===== src/design/lav_pkg.sv =====
// Shared types and constants for the look-at view matrix block.
package lav_pkg;

  localparam int CW     = 32;               // coordinate width
  localparam int DW     = 33;               // eye minus target width
  localparam int QDEPTH = 2;                // front-to-back queue depth
  localparam int QPW    = $clog2(QDEPTH);   // queue pointer width

  // One classified job handed from front to back.
  typedef struct packed {
    logic [2:0][CW-1:0] eye;
    logic [2:0][DW-1:0] diff;
    logic               zero;  // eye equals target
  } job_t;

  // Finished matrix, columns of the basis plus translation row.
  typedef struct packed {
    logic [2:0][CW-1:0] rgt;
    logic [2:0][CW-1:0] upv;
    logic [2:0][CW-1:0] fwd;
    logic [2:0][CW-1:0] trn;
    logic               degen;
  } mat_t;

  typedef struct packed {
    logic done;
    logic ok;
  } norm_sts_t;

  typedef enum logic [2:0] {
    N_IDLE, N_SHIFT, N_SQ, N_SQRT, N_DLOAD, N_DIV
  } norm_state_t;

  typedef enum logic [2:0] {
    C_IDLE, C_NORM_F, C_NORM_R, C_MUL, C_ACC, C_FIN, C_WRITE
  } core_state_t;

endpackage


===== src/design/lav_front.sv =====
// Input stage: takes a word, forms eye minus target and flags a zero view.
module lav_front
  import lav_pkg::*;
(
  input  logic               clk,
  input  logic               rst,
  input  logic               in_valid,
  output logic               in_ready,
  input  logic signed [31:0] eye_x,
  input  logic signed [31:0] eye_y,
  input  logic signed [31:0] eye_z,
  input  logic signed [31:0] target_x,
  input  logic signed [31:0] target_y,
  input  logic signed [31:0] target_z,
  output logic               q_valid,
  input  logic               q_ready,
  output job_t               q_data
);

  logic fv;
  job_t word;
  job_t word_next;

  assign in_ready = !fv || q_ready;
  assign q_valid  = fv;
  assign q_data   = word;

  always_comb begin
    word_next.eye[0]  = eye_x;
    word_next.eye[1]  = eye_y;
    word_next.eye[2]  = eye_z;
    word_next.diff[0] = DW'(eye_x) - DW'(target_x);
    word_next.diff[1] = DW'(eye_y) - DW'(target_y);
    word_next.diff[2] = DW'(eye_z) - DW'(target_z);
    word_next.zero    = (eye_x == target_x) && (eye_y == target_y) && (eye_z == target_z);
  end

  always_ff @(posedge clk) begin
    if (rst) begin
      fv <= 1'b0;
    end else if (in_ready) begin
      fv <= in_valid;
    end
  end

  always_ff @(posedge clk) begin
    if (in_valid && in_ready) begin
      word <= word_next;
    end
  end

endmodule


===== config.mk =====
export PLATFORM = sky130hd
export DESIGN_NAME = lav_front
export DESIGN_NICKNAME = d
export VERILOG_FILES = /design/src/design/lav_pkg.sv /design/src/design/lav_front.sv
export SDC_FILE = /design/constraint.sdc
export NUM_CORES = 1
export LEC_CHECK = 0
export ABC_AREA = 1
export BUFFER_PORTS_ARGS = -buffer_cell sky130_fd_sc_hd__buf_2
export CAP_MARGIN = 20
export CORE_ASPECT_RATIO = 1.25
export CORE_UTILIZATION = 45
export CTS_BUF_LIST = sky130_fd_sc_hd__clkbuf_4 sky130_fd_sc_hd__clkbuf_8
export CTS_CLUSTER_DIAMETER = 50
export DETAILED_ROUTE_END_ITERATION = 16
export PLACE_DENSITY = 0.8
export SLEW_MARGIN = 30
export SYNTH_ARGS = -nofsm -noshare
export SYNTH_HDL_FRONTEND = slang
export SYNTH_SLANG_ARGS = --single-unit

===== constraint.sdc =====
create_clock -name clk -period 33.4 [get_ports clk]
set_input_delay 6.68 -clock clk [delete_from_list [all_inputs] [get_ports clk]]
set_output_delay 6.68 -clock clk [all_outputs]
set_load 0.05 [all_outputs]

==> results_dict.tcl, run 1 <==
set metrics [dict create \
    status "complete, no violations" \
    io_buffers 393 \
    critPathMaxFanout 2 \
    coreArea_um2 30100 \
    max-vdd-ir-drop_mv 0.0240 \
    clk_latency_ps 530 \
    ctsHoldBuffers 0 \
    yosysTopAreaCell "edfxtp_1" \
    start_util_pct 45.8 \
    p_leak_nw 9.73 \
    post-route-period-util_pct 41.5 \
    path_buf_inv 3 \
    cp_cell_sequence "buf_2 > inv_1 > nand2_1 > buf_2" \
    holdCritPathClass "flip-flop to flip-flop" \
    drc_errors 0 \
    vias_per_cell 4.70 \
    die_w_um 159 \
    cpPeakStageDelay_ps 210 \
    drv_slew 0 \
    cp-start-kind "primary input" \
    synth-async-reset-ratio_pct 0 \
    setup_viol 0 \
    wirelength_um 38100 \
    place_congestion 0.910 \
    dp_hpwl_um 31600 \
    grt_first_pass_wirelength_um 58800 \
    drt_iter0_markers 506 \
    syn2layout_area_growth_pct 20.8 \
    htree_levels 4 \
    num_io_pins 394 \
    synth_area_per_cell_um2 7.32 \
    yosysMostFrequentCell "nand2_1" \
    clk_path_buf_depth 2 \
    synth.top_cells.by_area "edfxtp_1, nand2_1, inv_1" \
    die_h_um 198 \
    synth_cells 1887 \
    rows 71 \
    min_period_ps 13850 \
    grt_usage_pct 24.7 \
    cts_buffers 17 \
    cp.arrival_ps 7170 \
    die_area_um2 31400 \
    clk_pin_slew_ps 100 \
    cts-resized-gates 0 \
    placed_cells 2680 \
    drt_pass1_iterations 6 \
    yosysSeqAreaShare_pct 42.8 \
    postRouteAntennaNets 0 \
    critical_path_required_ps 26720 \
    clkSinkCount 197 \
    nFillCells 2847 \
    cts_tree "done" \
    syn_area_um2 13800 \
    finClkSkew_ps 16.0 \
    tightest_slew_ps 574 \
    maxSlewHeadroom_pct 61.8 \
    grt_max_degree 197 \
    hold_viol 0 \
    nNetsFinal 2594 \
    cts-root-buf "clkbuf_8" \
    finalNonFillerCells 2715 \
    synth_top_area_share_pct 42.6 \
    critical_path_class "primary input to output port" \
    powerDensity_nw_per_um2 43.1 \
    synth_ff_type "edfxtp_1" \
    fmax_mhz 72.2 \
    cp_common_cell "buf_2" \
    cts_setup_buffers 0 \
    syn_nets 2182 \
    worstSetupEndpointType "output port" \
    yosysWarnings 0 \
    ys_types 26 \
    antenna_found_initial 4 \
    drv_cap 0 \
    critPathTopFamily "buffers and inverters" \
    ys_top_cells_by_count "nand2_1, inv_1, edfxtp_1" \
    wl_per_cell_um 14.0 \
    ys_ff_latch 197 \
    cp_slowest_cell "buf_2" \
    grt_pass1_vias 12362 \
    setup-tns-final_ps 0 \
    drive_gt1_share_pct 21.0 \
    r2r_setup_slack_ps 31550 \
    grt-ovfl-total 0 \
    rsz0062_at_grt "no" \
    vias 12767 \
    synth-edff-count 196 \
]
state kept, by name, summed over array words and instances, names as in the netlist:
| signal | count |
|---|---|
| q_data | 196 |
| q_valid | 1 |
worst paths after layout:
check / startpoint / depth (start not counted) / end
worst min-delay path: q_valid$_SDFFE_PP0N_ / 2 / q_valid$_SDFFE_PP0N_
worst max register to register: q_valid$_SDFFE_PP0N_ / 3 / q_data[185]$_DFFE_PP_
worst min register to register: q_valid$_SDFFE_PP0N_ / 2 / q_valid$_SDFFE_PP0N_
worst max-delay path: q_ready / 4 / in_ready
layout by cell type (no fill, tap or decap), drive strengths merged, types with 13 or more instances in the layout:
master,synthesis,layout
buf,2,395
inv,476,481
edfxtp,196,196
nand4,13,13
clkbuf,0,18
xor2,37,37
ha,96,96
nand3,76,76
a21oi,63,63
nor2,127,127
nand2,764,764
layer usage:
metal,vias up,global-route usage [%],wire length (µm)
li1,6552,-,-
met1,5710,27.0,14900
met2,418,44.3,19100
met3,85,4.77,2270
met4,2,13.6,1830
met5,-,0,11
through the flow:
stage               hold WS [ps]  worst slack (ps)  power, mW  area [µm²]  util, %
global placement             528             19550      0.567       16300     54.1
floorplan                   1070             16450      0.505       13800        -
global route                 607             19480      0.757       16700     55.4
CTS                          553             19540      0.725       16700     55.3
finish                       544             19550      0.719       16700     55.4
detailed placement           539             19540      0.571       16300     54.1
power breakdown:
| part | switching [mW] | internal (mW) |
|---|---|---|
| combinational | 0.188 | 0.0692 |
| sequential | 0.00582 | 0.302 |
| clock | 0.0928 | 0.0603 |
| total | 0.287 | 0.432 |
logic make-up after synthesis:
group           after synthesis  synth area share, %
compound gates               69                 2.61
xor+xnor                     45                 2.85
fa+ha+maj                    99                 9.13
buf+inv                     478                 13.1
flops                       197                 42.8
simple gates                999                 29.6
cell type report:
| cell class | instances | area (µm²) | share of cell area [%] |
|---|---|---|---|
| inverters | 476 | 1790 | 10.7 |
| multi-input cells | 1212 | 6110 | 36.6 |
| clock buffers | 18 | 241 | 1.45 |
| flip-flops and latches | 197 | 5910 | 35.4 |
| repair buffers | 395 | 2010 | 12.1 |
| clock inverters | 14 | 123 | 0.735 |
| diodes | 2 | 5.00 | 0.0300 |
| well taps | 401 | 502 | 3.01 |
worst register-to-register path, delay by kind of cell (launching register included):
family          cells  cell delay, ps
compound gates      1             170
flops               1             360
buf+inv             2             840
Power figures use the tool's default switching activity.
==> inputs of run 2 (changes only) <==
==> constraint.sdc (replaced) <==
create_clock -name clk -period 14.1 [get_ports clk]
set_input_delay 2.82 -clock clk [delete_from_list [all_inputs] [get_ports clk]]
set_output_delay 2.82 -clock clk [all_outputs]
set_load 0.05 [all_outputs]
==> run 2 against run 1 <==
Worst hold slack worse by 4.0 ps. Sequential share of layout area decreased by 0.098 points. Cell count stayed put. Global-route usage rose by 0.30 points. Largest power group unchanged. Highest routed layer unchanged. Sequential power is 140% higher. Sequential cell count is the same.
==> results_dict.tcl, run 2 (synthesis gave the netlist of run 1 again) <==
set metrics [dict create \
    cts_tree "done" \
    start_util_pct 45.8 \
    io_buffers 393 \
    tightest_slew_ps 800 \
    cts_setup_buffers 0 \
    clk_pin_slew_ps 100 \
    worst_slack_ps 7970 \
    layout_commonest_cell "nand2_1" \
    cp.arrival_ps 3310 \
    finClkSkew_ps 19.3 \
    fin_area_um2 16700 \
    worstSetupEndpointType "output port" \
    cts-root-buf "clkbuf_8" \
    drt_pass1_iterations 5 \
    post-route-period-util_pct 43.5 \
    vias 12698 \
    grt_max_degree 137 \
    maxSlewHeadroom_pct 46.7 \
    nNetsFinal 2594 \
    grt_first_pass_wirelength_um 59800 \
    grt_pass1_vias 12581 \
    antenna_found_initial 5 \
    cp-start-kind "primary input" \
    postRouteAntennaNets 0 \
    largest_reg_flops 196 \
    holdCritPathClass "flip-flop to flip-flop" \
    critical_path_required_ps 11280 \
    min_period_ps 6130 \
    drv_cap 0 \
    syn2layout_area_growth_pct 21.2 \
    totalPowerFinal_mw 1.75 \
    die_area_um2 31400 \
    drt_iter0_markers 587 \
    clkSinkCount 197 \
    max-vdd-ir-drop_mv 0.0514 \
    grt-ovfl-total 0 \
    drc_errors 0 \
    critPathMaxFanout 2 \
    place_congestion 0.937 \
    powerDensity_nw_per_um2 105 \
    dpl_cell_area_um2 16300 \
    clk_latency_ps 530 \
    vias_per_cell 4.68 \
    die_h_um 198 \
    coreArea_um2 30100 \
    final_core_util_pct 55.6 \
    rsz0062_at_grt "no" \
    ctsHoldBuffers 0 \
    cts-resized-gates 0 \
    drive_gt1_share_pct 21.1 \
    fmax_mhz 163 \
    dp_hpwl_um 32000 \
    wl_per_cell_um 14.2 \
    hold_viol 0 \
    status "complete, no violations" \
    htree_levels 4 \
    wirelength_um 38600 \
    die_w_um 159 \
    nFillCells 2888 \
    drv_slew 0 \
    num_io_pins 394 \
    setup_viol 0 \
    final_cell_mix "nand2_1, inv_1, buf_2" \
    dp_worst_setup_slack_ps 7970 \
    cts_buffers 17 \
    p_leak_nw 9.76 \
    grt_usage_pct 25.0 \
    critical_path_class "primary input to output port" \
    rows 71 \
    clk_path_buf_depth 2 \
    setup-tns-final_ps 0 \
]
## run 2: worst paths after layout
path	depth (start not counted)	end	from	slack, ps
worst max-delay path	4	in_ready	q_ready	7970
worst min-delay path	2	q_valid$_SDFFE_PP0N_	q_valid$_SDFFE_PP0N_	540
worst max register to register	3	q_data[98]$_DFFE_PP_	q_valid$_SDFFE_PP0N_	11840
worst min register to register	2	q_valid$_SDFFE_PP0N_	q_valid$_SDFFE_PP0N_	540
## run 2: layout make-up
| type | count | area (µm²) | share of cell area, % |
|---|---|---|---|
| flip-flops and latches | 197 | 5910 | 35.3 |
| repair buffers | 395 | 1990 | 11.9 |
| diodes | 2 | 5.00 | 0.0299 |
| clock inverters | 11 | 148 | 0.882 |
| multi-input cells | 1212 | 6110 | 36.5 |
| clock buffers | 21 | 283 | 1.69 |
| inverters | 476 | 1790 | 10.7 |
| well taps | 401 | 502 | 3.00 |
## run 2: per-stage QoR
stage | instances | hold WS (ps)
floorplan | 1887 | 1070
detailed placement | 2681 | 535
global route | 2714 | 584
finish | 2715 | 541
global placement | 2681 | 532
CTS | 2713 | 548
## run 2: power by group
part	switching, mW	internal (mW)
logic	0.447	0.163
clock network	0.216	0.192
registers	0.0141	0.717
total	0.677	1.07
## run 2: routing by layer
metal  GRT usage [%]  vias up  wire (µm)
met5               0        -         38
met4            13.7        6       1760
met3            5.52       90       2310
met2            45.3      397      19400
met1            26.6     5664      15100
li1                -     6541          -
## run 2: worst max-delay path, cell delays in order
cell and delay [ps]:
buf_2 90, inv_1 100, nand2_1 80, buf_2 210
