<file path="src/design/lav_pkg.sv">
// Shared types and constants for the look-at view matrix block.
package lav_pkg;

  localparam int CW     = 32;               // coordinate width
  localparam int DW     = 33;               // eye minus target width
  localparam int QDEPTH = 2;                // front-to-back queue depth
  localparam int QPW    = $clog2(QDEPTH);   // queue pointer width

  // One classified job handed from front to back.
  typedef struct packed {
    logic [2:0][CW-1:0] eye;
    logic [2:0][DW-1:0] diff;
    logic               zero;  // eye equals target
  } job_t;

  // Finished matrix, columns of the basis plus translation row.
  typedef struct packed {
    logic [2:0][CW-1:0] rgt;
    logic [2:0][CW-1:0] upv;
    logic [2:0][CW-1:0] fwd;
    logic [2:0][CW-1:0] trn;
    logic               degen;
  } mat_t;

  typedef struct packed {
    logic done;
    logic ok;
  } norm_sts_t;

  typedef enum logic [2:0] {
    N_IDLE, N_SHIFT, N_SQ, N_SQRT, N_DLOAD, N_DIV
  } norm_state_t;

  typedef enum logic [2:0] {
    C_IDLE, C_NORM_F, C_NORM_R, C_MUL, C_ACC, C_FIN, C_WRITE
  } core_state_t;

endpackage

</file>
<file path="src/design/lav_out.sv">
// Output buffer: holds one matrix and sends it as four row words.
module lav_out
  import lav_pkg::*;
#(
  parameter int FRAC_BITS = 16
)
(
  input  logic               clk,
  input  logic               rst,
  input  logic               load,
  input  mat_t               mat,
  output logic               free,
  output logic               out_valid,
  input  logic               out_ready,
  output logic [1:0]         row_index,
  output logic signed [31:0] entry_0,
  output logic signed [31:0] entry_1,
  output logic signed [31:0] entry_2,
  output logic signed [31:0] entry_3,
  output logic               last_row,
  output logic               degenerate
);

  localparam logic [31:0] ONE = 32'(1) << FRAC_BITS;

  logic       busy;
  logic [1:0] row;
  mat_t       m;

  assign free       = !busy;
  assign out_valid  = busy;
  assign row_index  = row;
  assign last_row   = (row == 2'd3);
  assign degenerate = m.degen;

  always_comb begin
    unique case (row)
      2'd0: begin entry_0 = m.rgt[0]; entry_1 = m.upv[0]; entry_2 = m.fwd[0]; end
      2'd1: begin entry_0 = m.rgt[1]; entry_1 = m.upv[1]; entry_2 = m.fwd[1]; end
      2'd2: begin entry_0 = m.rgt[2]; entry_1 = m.upv[2]; entry_2 = m.fwd[2]; end
      2'd3: begin entry_0 = m.trn[0]; entry_1 = m.trn[1]; entry_2 = m.trn[2]; end
      default: begin entry_0 = '0; entry_1 = '0; entry_2 = '0; end
    endcase
    entry_3 = (last_row && !m.degen) ? ONE : '0;
  end

  always_ff @(posedge clk) begin
    if (rst) begin
      busy <= 1'b0;
      row  <= 2'd0;
    end else if (load) begin
      busy <= 1'b1;
      row  <= 2'd0;
    end else if (busy && out_ready) begin
      if (last_row) busy <= 1'b0;
      row <= row + 2'd1;
    end
  end

  always_ff @(posedge clk) begin
    if (load) begin
      m <= mat;
    end
  end

`ifndef SYNTH
  a_load_free: assert property (@(posedge clk) disable iff (rst) load |-> free)
    else $error("matrix loaded while previous one still sending");
  a_row_step: assert property (@(posedge clk) disable iff (rst)
    (out_valid && out_ready && !last_row) |=>
    (out_valid && (row_index == $past(row_index) + 2'd1)))
    else $error("row sequence broken");
  a_row_wrap: assert property (@(posedge clk) disable iff (rst)
    (out_valid && out_ready && last_row) |=> (row_index == 2'd0))
    else $error("row counter did not return to zero");
  a_degen_zero: assert property (@(posedge clk) disable iff (rst)
    (out_valid && degenerate) |-> (entry_0 == '0 && entry_1 == '0 && entry_3 == '0))
    else $error("degenerate word carries nonzero entries");
`endif

endmodule

</file>
<file path="config.mk">
export PLATFORM = sky130hd
export DESIGN_NAME = lav_out
export DESIGN_NICKNAME = d
export VERILOG_FILES = /design/src/design/lav_pkg.sv /design/src/design/lav_out.sv
export SDC_FILE = /design/constraint.sdc
export NUM_CORES = 1
export LEC_CHECK = 0
export ABC_CLOCK_PERIOD_IN_PS = 1900
export CELL_PAD_IN_SITES_DETAIL_PLACEMENT = 1
export CELL_PAD_IN_SITES_GLOBAL_PLACEMENT = 2
export CORE_ASPECT_RATIO = 1.5
export CORE_MARGIN = 5
export CORE_UTILIZATION = 35
export DETAILED_ROUTE_END_ITERATION = 16
export DONT_BUFFER_PORTS = 1
export GPL_TIMING_DRIVEN = 1
export PLACE_DENSITY_LB_ADDON = 0.08
export RECOVER_POWER = 25
export SLEW_MARGIN = 20
export SYNTH_ARGS = -nofsm -noshare
export SYNTH_HDL_FRONTEND = slang
export SYNTH_SLANG_ARGS = --single-unit
</file>
<file path="constraint.sdc">
create_clock -name clk -period 1.9 [get_ports clk]
set_input_delay 0.475 -clock clk [delete_from_list [all_inputs] [get_ports clk]]
set_output_delay 0.475 -clock clk [all_outputs]
set_load 0.02 [all_outputs]
</file>
==> reports/metrics.yaml, run 1 <==
clock_tree:
  clk_latency_ns: 0.53
  cts_made_buffers: 41
  clk_pin_slew_ns: 0.06
  root_buffer: "clkbuf_16"
  cts_buffer_depth: 3
  clock-sinks: 388
  cts_tree: "done"
  htree_levels: 2
worst_setup_path:
  cp_max_fo: 9
  critical_path_class: "flip-flop to output port"
  worstSetupStartpointType: "flip-flop"
  cp_common_cell: "buf_4"
  critPathMaxStageDelay_ns: 0.49
  path_cells: "ha_4 > buf_16 > a222oi_1 > buf_4 > mux2i_2 > buf_4"
  end_kind: "output port"
  crit_required_ns: 1.42
  arrival_ns: 2.25
  slowest_stage: "a222oi_1"
timing:
  skew_ns: 0.001662
  tightest_slew_ns: 1.237
  setup_viol: 98
  finalCritPeriodShare_pct: 143.5
  hold_violations: 0
  rsz0062_at_grt: "yes"
  setup_ws_ns: -0.8265
  relSlewSlack_pct: 17.51
  max_freq_mhz: 366.8
  finalCriticalPeriod_ns: 2.726
  report.final.slew_viol_count: 0
floorplanning:
  dieArea_um2: 45760
  die_x_um: 176.3
  start_util_pct: 35.34
  ios: 523
  core-area_um2: 41100
  die_h_um: 259.5
  core.rowCount: 91
placement:
  port_buffers: 0
  globalplace.congestion: 0.8409
  dp_slack_ns: -0.3308
  hpwl_mm: 30.79
  placed_area_um2: 16710
  dp_cells: 1436
finish:
  multi_input_area_um2: 2596
  syn_to_final_growth_pct: 34.09
  drive_above_1_share_pct: 34.22
  final_cells: 1632
  nNetsFinal: 1425
  fillers: 3804
  final_area_um2: 19480
  seq_area_um2: 11630
drt:
  num_vias: 8331
  drt_iter0_drc: 859
  totalWireLength_mm: 46.56
  ant_nets: 0
  wire_per_inst_um: 28.53
  drtPass1Iterations: 7
  viasPerCell: 5.105
  drc: 0
global_route:
  grt_overflow_total: 0
  met3_usage_pct: 7.765
  grt_util_met2_pct: 35.81
  grt-busiest-layer: "met2"
  antenna_found_initial: 28
  grtUsageMet1_pct: 18.78
  grt_pass1_vias: 9278
  grt_pass1_wl_mm: 63.94
  grt_max_degree: 388
  grt_util_all_layers_pct: 19.31
power_and_ir_drop:
  power.density_nw_per_um2: 987.3
  ir_drop_mv: 0.7162
  totalPowerFinal_mw: 19.23
  power_leakage_nw: 7.128
logic_synthesis:
  yosysMostFrequentCell: "edfxtp_1"
  netlist_instances: 769
  yosysWarnings: 0
  async_flop_share_pct: 0
  synthTopCellsByCount: "edfxtp_1, inv_1, a222oi_1, mux2i_1, buf_4"
  yosys-top-cells-area: "edfxtp_1, a222oi_1, mux2i_1"
  synth_edf_count: 385
  synth_largest_area_cell: "edfxtp_1"
  synthDistinctLibCells: 19
  ys_ff_latch: 388
  yosysTopAreaCellShare_pct: 79.59
  ys.flop_type: "edfxtp_1"
  netlist_area_um2: 14530
  postSynthAreaPerCell_um2: 18.89
  synth_seq_area_share_pct: 80.01
hold_path:
  hold_path.class: "input port to flip-flop"
run:
  cap_violations: 0
status:
  status: "finished, violations left"
  violations: "negative setup slack"
## worst max-delay path: cells and delay by family (launching register included)
family	cells	cell delay, ns
AOI/OAI and AO/OA	1	0.49
DFF	1	0.37
buffers and inverters	3	0.55
muxes	1	0.05
adders and majority gates	1	0.24
## power by group
group / internal [mW] / total, mW / switching [mW]
Combinational: 0.639 / 1.34 / 0.699
Clock: 4.33 / 7.49 / 3.17
Sequential: 10.2 / 10.4 / 0.220
## final cells by class
cell class | instances | area share [%]
Clock inverter | 18 | 0.8351
Antenna cell | 19 | 0.2441
Clock buffer | 48 | 5.402
Inverter | 99 | 1.908
Multi-Input combinational cell | 237 | 13.33
Tap cell | 558 | 3.585
Timing Repair Buffer | 265 | 14.99
Sequential cell | 388 | 59.70
## cells in the final DEF, fill, tap and decap left out, types with 2 or more instances in the layout
cell type	Yosys	layout
a21bo_2	2	2
a21oi_1	2	2
a222oi_1	96	96
buf_12	0	37
buf_16	0	10
buf_4	32	135
buf_6	8	14
bufinv_16	0	3
clkbuf_1	17	7
clkbuf_16	0	42
clkinv_1	0	6
clkinv_2	0	7
clkinvlp_4	0	2
conb_1	1	31
dfxtp_4	0	2
diode_2	0	19
dlygate4sd3_1	0	66
edfxtp_1	385	385
ha_4	0	4
inv_1	99	97
inv_2	0	2
mux2i_2	0	94
mux2i_4	0	2
## what timing repair did
| item | 4_1_cts | 5_1_grt |
|---|---|---|
| pin swaps | 34 | 19 |
| setup endpoints to repair | 98 | 98 |
| gates cloned | 10 | 1 |
| setup buffers | 31 | 5 |
| hold buffers | 66 | 0 |
| resized for setup | 33 | 16 |
| endpoints found under the hold margin | 66 | 0 |
## flip-flops by register name, summed over array words and instances (netlist names)
name	flops
row_index	2
out_valid	1
m	384
degenerate	1
## per-stage QoR
stage	utilization, %	hold slack [ns]	setup TNS [ns]
finish	47.39	0.03321	-70.89
global route	47.35	0.004232	-81.46
CTS	47.15	0.0001369	-78.21
detailed placement	40.66	0.5739	-13.65
global placement	40.66	0.5739	-10.42
floorplan	-	0.5739	-3.411
## layer usage
metal  share of wire, %  vias up
li1                   -     3575
met1                 32     4182
met2                 54      457
met3                 10      103
met4                3.8       14
met5               0.20        -
## cells by family after synthesis
family | synth area share, %
DFF | 80.01
buffers and inverters | 5.892
AOI/OAI and AO/OA | 6.943
muxes | 6.616
adders and majority gates | 0.3446
and+or+nand+nor | 0.1723
other | 0.02582
## final timing paths
| check | slack [ns] | cells after the start | endpoint | start |
|---|---|---|---|---|
| hold / removal | 0.03 | 0 | m[143] | mat[143] |
| setup reg to reg | 0.54 | 5 | out_valid | row_index[0] |
| hold reg to reg | 0.62 | 2 | row_index[0] | row_index[0] |
| setup / recovery | -0.83 | 6 | entry_1[11] | row_index[1] |
(Power assumes the default switching activity.)
==> run 2: changes to the inputs <==
--- a/config.mk
+++ b/config.mk
@@ -6,13 +6,13 @@
 export NUM_CORES = 1
 export LEC_CHECK = 0
 export ABC_CLOCK_PERIOD_IN_PS = 1900
+export BUFFER_PORTS_ARGS = -buffer_cell sky130_fd_sc_hd__buf_2
 export CELL_PAD_IN_SITES_DETAIL_PLACEMENT = 1
 export CELL_PAD_IN_SITES_GLOBAL_PLACEMENT = 2
 export CORE_ASPECT_RATIO = 1.5
 export CORE_MARGIN = 5
-export CORE_UTILIZATION = 35
+export CORE_UTILIZATION = 31
 export DETAILED_ROUTE_END_ITERATION = 16
-export DONT_BUFFER_PORTS = 1
 export GPL_TIMING_DRIVEN = 1
 export PLACE_DENSITY_LB_ADDON = 0.08
 export RECOVER_POWER = 25
==> reports/metrics.yaml, run 2 (same netlist as run 1, synthesis figures left out) <==
finish:
  fillers: 4759
  final_cell_mix: "buf_2, edfxtp_1, buf_4"
  final_cells: 2003
  seq_area_um2: 11630
  largest_reg_flops: 384
  nNetsFinal: 1751
  syn_to_final_growth_pct: 41.05
  multi_input_area_um2: 2571
  regMostFlops: "m"
  final_area_um2: 20490
  drive_above_1_share_pct: 54.08
  final_common_cell: "buf_2"
floorplanning:
  ios: 523
  die_h_um: 275.1
  core-area_um2: 46600
  dieArea_um2: 51370
  core.rowCount: 97
  die_x_um: 186.7
  start_util_pct: 31.17
drt:
  num_vias: 9381
  ant_nets: 0
  viasPerCell: 4.683
  totalWireLength_mm: 49.73
  wire_per_inst_um: 24.83
  drt_iter0_drc: 787
  drc: 0
  drtPass1Iterations: 6
worst_setup_path:
  r2r_cells: 4
  r2r-end: "out_valid"
  crit_start: "row_index[1]"
  cp_max_fo: 7
  cp-endpoint: "entry_1[23]"
  crit_required_ns: 1.42
  end_kind: "output port"
  reg2reg_from: "row_index[1]"
  r2r_slack_ns: 0.74
  critical_path_class: "flip-flop to output port"
  arrival_ns: 2.21
  worstSetupStartpointType: "flip-flop"
status:
  status: "finished, violations left"
  violations: "negative setup slack"
global_route:
  antenna_found_initial: 38
  met3_usage_pct: 5.953
  grt_util_met2_pct: 33.37
  grtUsageMet1_pct: 18.76
  grt_max_degree: 51
  grt_overflow_total: 0
  grt_pass1_vias: 10200
  grt_util_all_layers_pct: 17.93
  grt_pass1_wl_mm: 67.63
  grt-busiest-layer: "met2"
placement:
  port_buffers: 491
  globalplace.congestion: 0.7916
  dp_cells: 1886
  placed_area_um2: 18710
  hpwl_mm: 35.84
power_and_ir_drop:
  power.density_nw_per_um2: 933.0
  power_leakage_nw: 8.287
  ir_drop_mv: 0.5154
clock_tree:
  clock-sinks: 388
  cts_hold_buf: 0
  htree_levels: 2
  cts_made_buffers: 38
  clk_pin_slew_ns: 0.06
  root_buffer: "clkbuf_16"
  cts_buffer_depth: 3
  cts_tree: "done"
  clk_latency_ns: 0.53
timing:
  skew_ns: 0.0002248
  hold_violations: 0
  finalCriticalPeriod_ns: 2.683
  report.final.slew_viol_count: 0
  rsz0062_at_grt: "yes"
  finalCritPeriodShare_pct: 141.2
  setup_viol: 98
  setup_ws_ns: -0.7830
  max_freq_mhz: 372.7
run:
  cap_violations: 0
hold_path:
  hold_path.class: "input port to flip-flop"
-- run 2: cell types whose count changed in the layout (fill, tap and decap cells not counted), sizes merged --
cell / delta
buf: +394
bufbuf: -1
bufinv: -2
inv: +1
dlygate4sd3: -66
clkinvlp: -2
clkinv: +8
clkbuf: -2
diode: +5
-- run 2: through the flow --
stage               TNS [ns]  power (mW)  hold WS, ns  worst slack, ns  util (%)
finish                -66.94       19.12       0.1139          -0.7830     43.96
global route          -77.22       19.92      0.08158          -0.8745     43.91
CTS                   -69.42       19.40      0.07800          -0.7980     43.26
detailed placement    -11.87       12.24       0.6108          -0.2137     40.15
global placement      -10.84       12.19       0.6086          -0.2125     40.15
floorplan             -3.411       11.21       0.5739         -0.07878         -
-- run 2: power by group --
part / switching, mW / internal (mW)
logic: 0.960 / 0.801
registers: 0.198 / 10.2
clock network: 3.13 / 3.87
-- run 2: area by class of cell --
| type | instances | share of cell area, % |
|---|---|---|
| Inverter | 99 | 1.826 |
| Clock buffer | 44 | 4.855 |
| Sequential cell | 388 | 56.76 |
| Antenna cell | 24 | 0.2931 |
| Timing Repair Buffer | 594 | 19.48 |
| Multi-Input combinational cell | 237 | 12.55 |
| Tap cell | 594 | 3.627 |
| Clock inverter | 23 | 0.6107 |
-- run 2: worst min path at each step --
| stage | start | endpoint | slack (ns) | cells past startpoint |
|---|---|---|---|---|
| 3_5_place_dp | out_valid | row_index[1] | 0.61 | 2 |
| 3_3_place_gp | out_valid | row_index[1] | 0.61 | 2 |
| 5_1_grt | mat[71] | m[71] | 0.08 | 1 |
| 6_report | mat[83] | m[83] | 0.11 | 1 |
| 2_1_floorplan | mat[0] | degenerate | 0.57 | 0 |
| 4_1_cts | mat[174] | m[174] | 0.08 | 1 |
-- run 2: what timing repair did --
item / in CTS / in global routing
pin swaps: 35 / 18
endpoints found under the setup margin: 98 / 98
gates cloned: 3 / 5
endpoints found under the hold margin: 0 / 0
gates resized for setup: 50 / 36
setup buffers: 11 / 7
-- run 2: critical path: stages, from the launching register on --
cell and delay (ns):
dfxtp_4 0.37, ha_4 0.19, buf_12 0.13, buf_12 0.14
a222oi_1 0.43, buf_4 0.19, mux2i_2 0.06, buf_4 0.16
-- run 2: metal layers --
layer | wire length (µm) | vias up
met1 | 16800 | 4571
met5 | 100 | -
met2 | 27170 | 445
li1 | - | 4247
met4 | 1664 | 16
met3 | 3997 | 102
