===== config.mk =====
export PLATFORM = sky130hd
export DESIGN_NAME = lav_queue
export DESIGN_NICKNAME = d
export VERILOG_FILES = /design/src/design/lav_pkg.sv /design/src/design/lav_queue.sv
export SDC_FILE = /design/constraint.sdc
export NUM_CORES = 1
export LEC_CHECK = 0
export ABC_AREA = 1
export ABC_CLOCK_PERIOD_IN_PS = 10100
export BUFFER_PORTS_ARGS = -buffer_cell sky130_fd_sc_hd__clkbuf_2
export CORE_MARGIN = 8
export CORE_UTILIZATION = 30
export DETAILED_ROUTE_END_ITERATION = 8
export HOLD_SLACK_MARGIN = 0.03
export PLACE_DENSITY = 0.53
export SLEW_MARGIN = 25
export SYNTH_ARGS = -nofsm -noshare
export SYNTH_HDL_FRONTEND = slang
export SYNTH_SLANG_ARGS = --single-unit
export TNS_END_PERCENT = 5

===== constraint.sdc =====
create_clock -name clk -period 10.1 [get_ports clk]
set_clock_uncertainty 0.05 [all_clocks]
set_input_delay 1.515 -clock clk [delete_from_list [all_inputs] [get_ports clk]]
set_output_delay 1.515 -clock clk [all_outputs]
set_load 0.05 [all_outputs]

===== src/design/lav_pkg.sv =====
// Shared types and constants for the look-at view matrix block.
package lav_pkg;

  localparam int CW     = 32;               // coordinate width
  localparam int DW     = 33;               // eye minus target width
  localparam int QDEPTH = 2;                // front-to-back queue depth
  localparam int QPW    = $clog2(QDEPTH);   // queue pointer width

  // One classified job handed from front to back.
  typedef struct packed {
    logic [2:0][CW-1:0] eye;
    logic [2:0][DW-1:0] diff;
    logic               zero;  // eye equals target
  } job_t;

  // Finished matrix, columns of the basis plus translation row.
  typedef struct packed {
    logic [2:0][CW-1:0] rgt;
    logic [2:0][CW-1:0] upv;
    logic [2:0][CW-1:0] fwd;
    logic [2:0][CW-1:0] trn;
    logic               degen;
  } mat_t;

  typedef struct packed {
    logic done;
    logic ok;
  } norm_sts_t;

  typedef enum logic [2:0] {
    N_IDLE, N_SHIFT, N_SQ, N_SQRT, N_DLOAD, N_DIV
  } norm_state_t;

  typedef enum logic [2:0] {
    C_IDLE, C_NORM_F, C_NORM_R, C_MUL, C_ACC, C_FIN, C_WRITE
  } core_state_t;

endpackage


===== src/design/lav_queue.sv =====
// Short job queue between the front and the compute back end.
module lav_queue
  import lav_pkg::*;
(
  input  logic clk,
  input  logic rst,
  input  logic wr_valid,
  output logic wr_ready,
  input  job_t wr_data,
  output logic rd_valid,
  input  logic rd_ready,
  output job_t rd_data
);

  job_t                    mem [QDEPTH];
  logic [QPW-1:0]          wp;
  logic [QPW-1:0]          rp;
  logic [$clog2(QDEPTH+1)-1:0] cnt;
  logic                    wr_fire;
  logic                    rd_fire;

  assign wr_ready = (cnt != $bits(cnt)'(QDEPTH));
  assign rd_valid = (cnt != '0);
  assign rd_data  = mem[rp];
  assign wr_fire  = wr_valid && wr_ready;
  assign rd_fire  = rd_valid && rd_ready;

  always_ff @(posedge clk) begin
    if (rst) begin
      wp  <= '0;
      rp  <= '0;
      cnt <= '0;
    end else begin
      if (wr_fire) wp <= wp + 1'b1;
      if (rd_fire) rp <= rp + 1'b1;
      if (wr_fire && !rd_fire) begin
        cnt <= cnt + 1'b1;
      end else if (rd_fire && !wr_fire) begin
        cnt <= cnt - 1'b1;
      end
    end
  end

  always_ff @(posedge clk) begin
    if (wr_fire) begin
      mem[wp] <= wr_data;
    end
  end

endmodule


==> summary.txt, run 1 <==
Run status
  • Run status: finished clean

Layout
  • Most frequent cells in the layout: clkbuf_2 (397), edfxtp_1 (392), mux2_4 (140)
  • Most common cell after layout, fill and taps aside: clkbuf_2
  • Layout cell share with drive strength beyond 1: 0.594
  • Final core occ: 0.383
  • Post-Layout Inst Area: approximately 19000 sq um
  • Area Overhead vs Synth: 27.0%
  • Nets: between 1k and 1.5k

Setup path
  • R2r worst-path depth: 6
  • Reg2reg start: cnt[0]$_SDFFE_PP0P_
  • WP data required: around 8.5 ns
  • CP Cell Sequence: buf_4 > mux2_2 > clkbuf_2
  • Peak fanout along the critical path: 56
  • FF-to-FF setup slack: between 6 and 7 ns
  • Worst path max stage delay: 0.84 ns
  • Crit start category: flop
  • CP arrival: 2.69 ns
  • Reg2Reg Capture Point: mem[0][54]$_DFFE_PP_
  • CP max-delay cell: buf_4
  • Crit end category: output pin
  • CP bufs+invs: 2
  • Crit-path leading delay family: buffers and inverters
  • Kind of critical path: flop to output pin

Floorplanning
  • # rows: a little over 80
  • Core area: between 40000 and 50000 sq um
  • I/O pin count: 398
  • Chip Height: between 200 and 250 um
  • Die area: approximately 57000 sq um
  • Starting Density: 0.301
  • Die width: around 240 um

Synthesis
  • YS warnings: 0
  • Mean Syn Cell Area: 23.1 sq um
  • Largest area contributor in the netlist: edfxtp_1
  • Adder-cell area share of the yosys netlist: 0.000836
  • Post-Synth XOR/XNOR Area: 0
  • Yosys reg bits: between 300 and 400
  • Cells after synthesis: 647
  • Post-Syn Area: around 15000 sq um
  • Register area share after synthesis: 0.794
  • Post-synth top area share: 0.787
  • Synth Area in Compound Gates: 0.00134
  • Syn nets: 848
  • Largest family of logic cells by synthesized area: multiplexers
  • Mux contribution to synthesized area: 0.183
  • Post-synthesis simple-gate area fraction: 0.00510
  • Top post-synthesis cells by area: edfxtp_1 (79%), mux2_4 (14%), mux2_2 (4.2%), buf_6 (1.3%), dfxtp_1 (0.67%)
  • Synth unique cells: 14

STA
  • Post-route clock period utilization: 0.422
  • Rel. slew slack: 0.311
  • Setup violation total in the final timing report: 0
  • RSZ-0062 raised after global routing: false
  • Pin slew with the least headroom to its limit: roughly 1.0 ns
  • Fin. Hold Viols: 0
  • Crit path time final: between 4 and 5 ns
  • Max Fclk: approximately 230 MHz
  • Final Slew Violations: 0

Hold path
  • HP Start: rp$_SDFFE_PP0P_
  • Hold Crit Class: flop to flop
  • Hold endpoint: rp$_SDFFE_PP0P_
  • Hold path depth: 2

Clock tree
  • Clock slew at reported path FFs: approximately 0.060 ns
  • Clk sink count: ~400
  • Skew-Pair Late Insertion Delay: ~0.54 ns
  • Max Root-Sink Buffers: 3
  • Root buffer cell: clkbuf_16
  • Htree depth: 2
  • Cts repair resizes: 0
  • Cts bufs inserted: 44
  • Setup bufs post-CTS: 0
  • CTS tree: yes
  • CTS Hold Bufs: 0

Global routing
  • Vias in the first global route: between 7k and 8k
  • First-pass GRT wire length: between 40000 and 50000 um
  • Largest net degree at the start of global routing: 128
  • Initial antenna violation count: 2
  • All-Layer GR Usage: 0.112
  • Overflow after GRT: 0

Placement
  • Placer Congestion: 0.730
  • Port bufs: 397
  • Detail Placement HPWL: roughly 23000 um
  • Area after DPL: between 15000 and 20000 sq um

Power and ir drop
  • Pwr Density: 287 nW/um^2
  • Max VDD drop: between 200 and 250 uV
  • Pleak: between 7 and 8 nW

Drt
  • Detail Route Antenna Nets: 0
  • Number of remaining DRC errors: 0
  • WL per Instance: 19.0 um
  • Vias: 7416
  • Initial DRC Count: approximately 320
  • Routed via count divided by cell count: 4.17
  • First drt pass iteration count: 4
  • Final wirelength: 33800 um

Job
  • Max Cap Viol: 0
-- worst max-delay path by stage --
stage          startpoint                     to  slack, ns  cells after the start
2_1_floorplan    wr_valid    mem[0][0]$_DFFE_PP_      -0.47                      2
6_report             flop            rd_data[14]       5.84                      3
3_5_place_dp     wr_valid   mem[0][12]$_DFFE_PP_       5.65                      5
5_1_grt              flop            rd_data[14]       5.69                      3
4_1_cts              flop            rd_data[14]       5.75                      3
3_3_place_gp     wr_valid  mem[0][129]$_DFFE_PP_       5.69                      5
-- metrics by stage --
step                      power [mW]  cells  TNS (ns)  setup WS, ns  hold slack [ns]
final                           5.45   1777         0          5.84            0.457
after global routing            5.67   1777         0          5.69            0.480
after CTS                       5.54   1776         0          5.75            0.461
after detailed placement        4.03   1701         0          5.65            0.448
after global placement          4.01   1701         0          5.69            0.429
after floorplan                 3.69    647   -182.69        -0.466            0.415
-- synth_stat cells, drive strengths merged --
| cell | count |
|---|---|
| buf | 22 |
| nand3 | 2 |
| o21ai | 2 |
| edfxtp | 392 |
| a21oi | 2 |
| dfxtp | 5 |
| ha | 1 |
| inv | 8 |
| nand2 | 9 |
| nor2 | 7 |
| mux2 | 196 |
| nand4 | 1 |
-- worst reg2reg max path: stages (launching register included) --
cell and delay [ns]:
dfxtp_1 0.32, inv_1 0.08, nand2_1 0.11, nand2_1 0.18, nor2_4 0.56, buf_4 0.80
buf_4 0.79
-- metal layers --
metal	part of all wire	up-vias	track usage
li1	-	3417	-
met1	0.39	3703	0.133
met2	0.50	237	0.189
met3	0.080	57	0.0412
met4	0.022	2	0.0338
met5	0.00038	-	0
-- kinds of logic after synthesis --
group / Yosys count
buffers and inverters: 30
DFF: 397
AOI/OAI and AO/OA: 4
and+or+nand+nor: 19
muxes: 196
adders and majority gates: 1
-- area by class of cell --
| type | count | area, sq um |
|---|---|---|
| well taps | 672 | 841 |
| clock buffers | 61 | 1190 |
| flip-flops and latches | 397 | 11900 |
| clock inverters | 14 | 145 |
| fillers | 4679 | 30700 |
| repair buffers | 404 | 2060 |
| multi-input cells | 220 | 2860 |
| inverters | 8 | 30.0 |
| diodes | 1 | 2.50 |
-- report_power, final --
part | switching, mW | total (mW) | leakage (nW) | internal [mW]
logic | 1.29 | 1.81 | 3.00 | 0.521
clock network | 0.601 | 1.49 | 0.645 | 0.892
registers | 0.0584 | 2.15 | 3.70 | 2.09
-- state kept, by name (all words and copies together) (netlist names), named ones only --
signal  flops
mem       392
cnt         2
rp          1
wp          1
No activity file was read; power rests on OpenSTA's default activity.
==> run 2: changes to the inputs <==
--- a/config.mk
+++ b/config.mk
@@ -5,14 +5,14 @@
 export SDC_FILE = /design/constraint.sdc
 export NUM_CORES = 1
 export LEC_CHECK = 0
-export ABC_AREA = 1
-export ABC_CLOCK_PERIOD_IN_PS = 10100
+export ABC_AREA = 0
+export ABC_CLOCK_PERIOD_IN_PS = 4300
 export BUFFER_PORTS_ARGS = -buffer_cell sky130_fd_sc_hd__clkbuf_2
 export CORE_MARGIN = 8
 export CORE_UTILIZATION = 30
 export DETAILED_ROUTE_END_ITERATION = 8
 export HOLD_SLACK_MARGIN = 0.03
-export PLACE_DENSITY = 0.53
+export PLACE_DENSITY = 0.51
 export SLEW_MARGIN = 25
 export SYNTH_ARGS = -nofsm -noshare
 export SYNTH_HDL_FRONTEND = slang
==> constraint.sdc (replaced) <==
create_clock -name clk -period 4.3 [get_ports clk]
set_clock_uncertainty 0.05 [all_clocks]
set_input_delay 0.645 -clock clk [delete_from_list [all_inputs] [get_ports clk]]
set_output_delay 0.645 -clock clk [all_outputs]
set_load 0.05 [all_outputs]
==> summary.txt, run 2 <==
Run status
  • Run status: finished clean

Clock tree
  • CTS tree: yes
  • Cts bufs inserted: 43
  • Skew-Pair Late Insertion Delay: approximately 0.54 ns
  • Max Root-Sink Buffers: 3
  • Clk sink count: approximately 400
  • Root buffer cell: clkbuf_16
  • Cts repair resizes: 0
  • Setup bufs post-CTS: 0
  • Clock slew at reported path FFs: around 0.06 ns
  • CTS Hold Bufs: 0
  • Htree depth: 2

Drt
  • Final wirelength: 34500 um
  • Vias: ~7.4k
  • WL per Instance: 19.5 um
  • Routed via count divided by cell count: 4.18
  • Detail Route Antenna Nets: 0
  • Number of remaining DRC errors: 0
  • Initial DRC Count: ~390
  • First drt pass iteration count: 4

Placement
  • Detail Placement HPWL: ~25000 um
  • Dpl ws: around 1.6 ns
  • Port bufs: 397
  • Placer Congestion: between 0.7 and 0.8

Synthesis
  • Async S/R FF share, synth: 0
  • Yosys reg bits: ~400
  • Main synth FF type: edfxtp_1
  • Post-synth top area share: 0.788
  • Cell with the most instances after synthesis: edfxtp_1
  • Register area share after synthesis: 0.794
  • Post-Syn Area: between 10000 and 15000 sq um
  • Mean Syn Cell Area: about 24 sq um
  • EDFF count, synth: 392
  • Cells after synthesis: approximately 630
  • Synth unique cells: 19
  • Syn nets: 835
  • Top post-synthesis cells by area: edfxtp_1 (79%), mux2_4 (14%), mux2_2 (4.2%), buf_6 (1.3%), dfxtp_1 (0.67%)
  • YS warnings: 0
  • Largest area contributor in the netlist: edfxtp_1
  • Commonest cells in the netlist: edfxtp_1 (392), mux2_4 (140), mux2_2 (56), buf_6 (17)

Setup path
  • R2r worst-path depth: 4
  • Kind of critical path: flop to output pin
  • Reg2Reg Capture Point: mem[0][74]$_DFFE_PP_
  • CP arrival: ~2.5 ns
  • Crit start category: flop
  • Crit end category: output pin
  • Peak fanout along the critical path: 43
  • FF-to-FF setup slack: 1.89 ns
  • Reg2reg start: cnt[0]$_SDFFE_PP0P_
  • WP data required: approximately 3.6 ns

Layout
  • Max reg flops: just under 400
  • Largest regs: mem: 392 flops, cnt: 2 flops
  • Most common cell after layout, fill and taps aside: clkbuf_2
  • Largest reg by FF count: mem
  • FF+latch area: roughly 12000 sq um
  • Area occupied by multi-input gates: 2860 sq um
  • Layout cell share with drive strength beyond 1: 0.612
  • Antenna Cells: 0
  • Fillers: between 4k and 5k
  • Area Overhead vs Synth: 28.3%
  • Final core occ: 0.391
  • Nets: 1275
  • Most frequent cells in the layout: clkbuf_2 (397), edfxtp_1 (392), mux2_4 (140)

Power and ir drop
  • Combinational power share: 0.352
  • Cell internal pwr: about 8.4 mW
  • Clock share of power: 0.268
  • Sw Ratio: 0.365
  • Pleak: between 7 and 8 nW
  • Sw Pwr: a little under 5 mW
  • Max VDD drop: about 400 uV
  • Pwr Density: roughly 690 nW/um^2
  • Sequential share of power: 0.380

STA
  • Final WS setup: 1.13 ns
  • Setup violation total in the final timing report: 0
  • Post-route clock period utilization: 0.736
  • Hold_ws: ~0.24 ns
  • Rel. slew slack: 0.391
  • Pin slew with the least headroom to its limit: 0.914 ns
  • RSZ-0062 raised after global routing: false
  • Fin. Hold Viols: 0
  • Final Slew Violations: 0
  • Max Fclk: between 300 and 400 MHz
  • Crit path time final: 3.17 ns

Hold path
  • HP Start: wr_data[18]
  • Hold Crit Class: primary input to flop
  • Hold endpoint: mem[1][18]$_DFFE_PP_
  • Hold path depth: 1

Floorplanning
  • Die area: approximately 57000 sq um
  • # rows: 81
  • Starting Density: 0.305
  • Die width: about 240 um
  • I/O pin count: about 400
  • Chip Height: 239 um
  • Core area: 49100 sq um

Global routing
  • Initial antenna violation count: 4
  • Largest net degree at the start of global routing: 87
  • Vias in the first global route: 7875
  • Overflow after GRT: 0
  • All-Layer GR Usage: 0.115
  • First-pass GRT wire length: approximately 50000 um

Job
  • Max Cap Viol: 0
## run 2: area by class of cell
type,count,share of cell area
clock buffer,53,0.0603
clock inverter,22,0.0104
inverter,1,0.000587
multi-input combinational,214,0.149
sequential,397,0.619
tap,664,0.0433
timing repair buffer,417,0.117
## run 2: worst max-delay path, cell delays in order, from the launching register on
cell and delay (ns):
dfxtp_4 0.91, buf_4 0.37, mux2_2 0.37, clkbuf_2 0.25
## run 2: worst max path at each step
stage	cells past startpoint	slack (ns)	start	end
2_1_floorplan	3	-1.13	cnt[0]$_SDFFE_PP0P_	mem[0][0]$_DFFE_PP_
3_3_place_gp	3	1.64	flop	rd_data[4]
3_5_place_dp	3	1.62	flop	rd_data[9]
4_1_cts	3	1.01	flop	rd_data[14]
5_1_grt	3	0.95	flop	rd_data[9]
6_report	3	1.13	flop	rd_data[9]
## run 2: kinds of logic after synthesis
group / Yosys count / synth area share
adders and majority gates: 1 / 0.000837
buffers and inverters: 23 / 0.0147
AOI/OAI and AO/OA: 5 / 0.00201
and+or+nand+nor: 9 / 0.00335
xor gates and xnor gates: 3 / 0.00176
muxes: 196 / 0.183
DFF: 397 / 0.794
## run 2: power groups by stage
stage / sequential (mW) / combinational (mW) / clock [mW]
floorplan: 5.07 / 3.78 / 0
global placement: 5.10 / 4.74 / 0
detailed placement: 5.12 / 4.75 / 0
CTS: 5.04 / 4.76 / 3.68
global route: 5.07 / 4.88 / 3.83
finish: 5.02 / 4.66 / 3.55
## run 2: through the flow
stage | TNS [ns] | instances | cell area [sq um] | power, mW
after CTS | 0 | 1768 | 19200 | 13.5
final | 0 | 1768 | 19200 | 13.2
after global routing | 0 | 1768 | 19200 | 13.8
after global placement | 0 | 1693 | 17800 | 9.84
after floorplan | -221.56 | 634 | 14900 | 8.85
after detailed placement | 0 | 1693 | 17800 | 9.86
## run 2: routing by layer
metal	up-vias	routed length [um]	track usage	share of wire
met5	-	36	0	0.0010
met4	6	502	0.0268	0.015
met3	48	3070	0.0480	0.089
met2	268	16600	0.189	0.48
met1	3665	14300	0.141	0.41
li1	3407	-	-	-
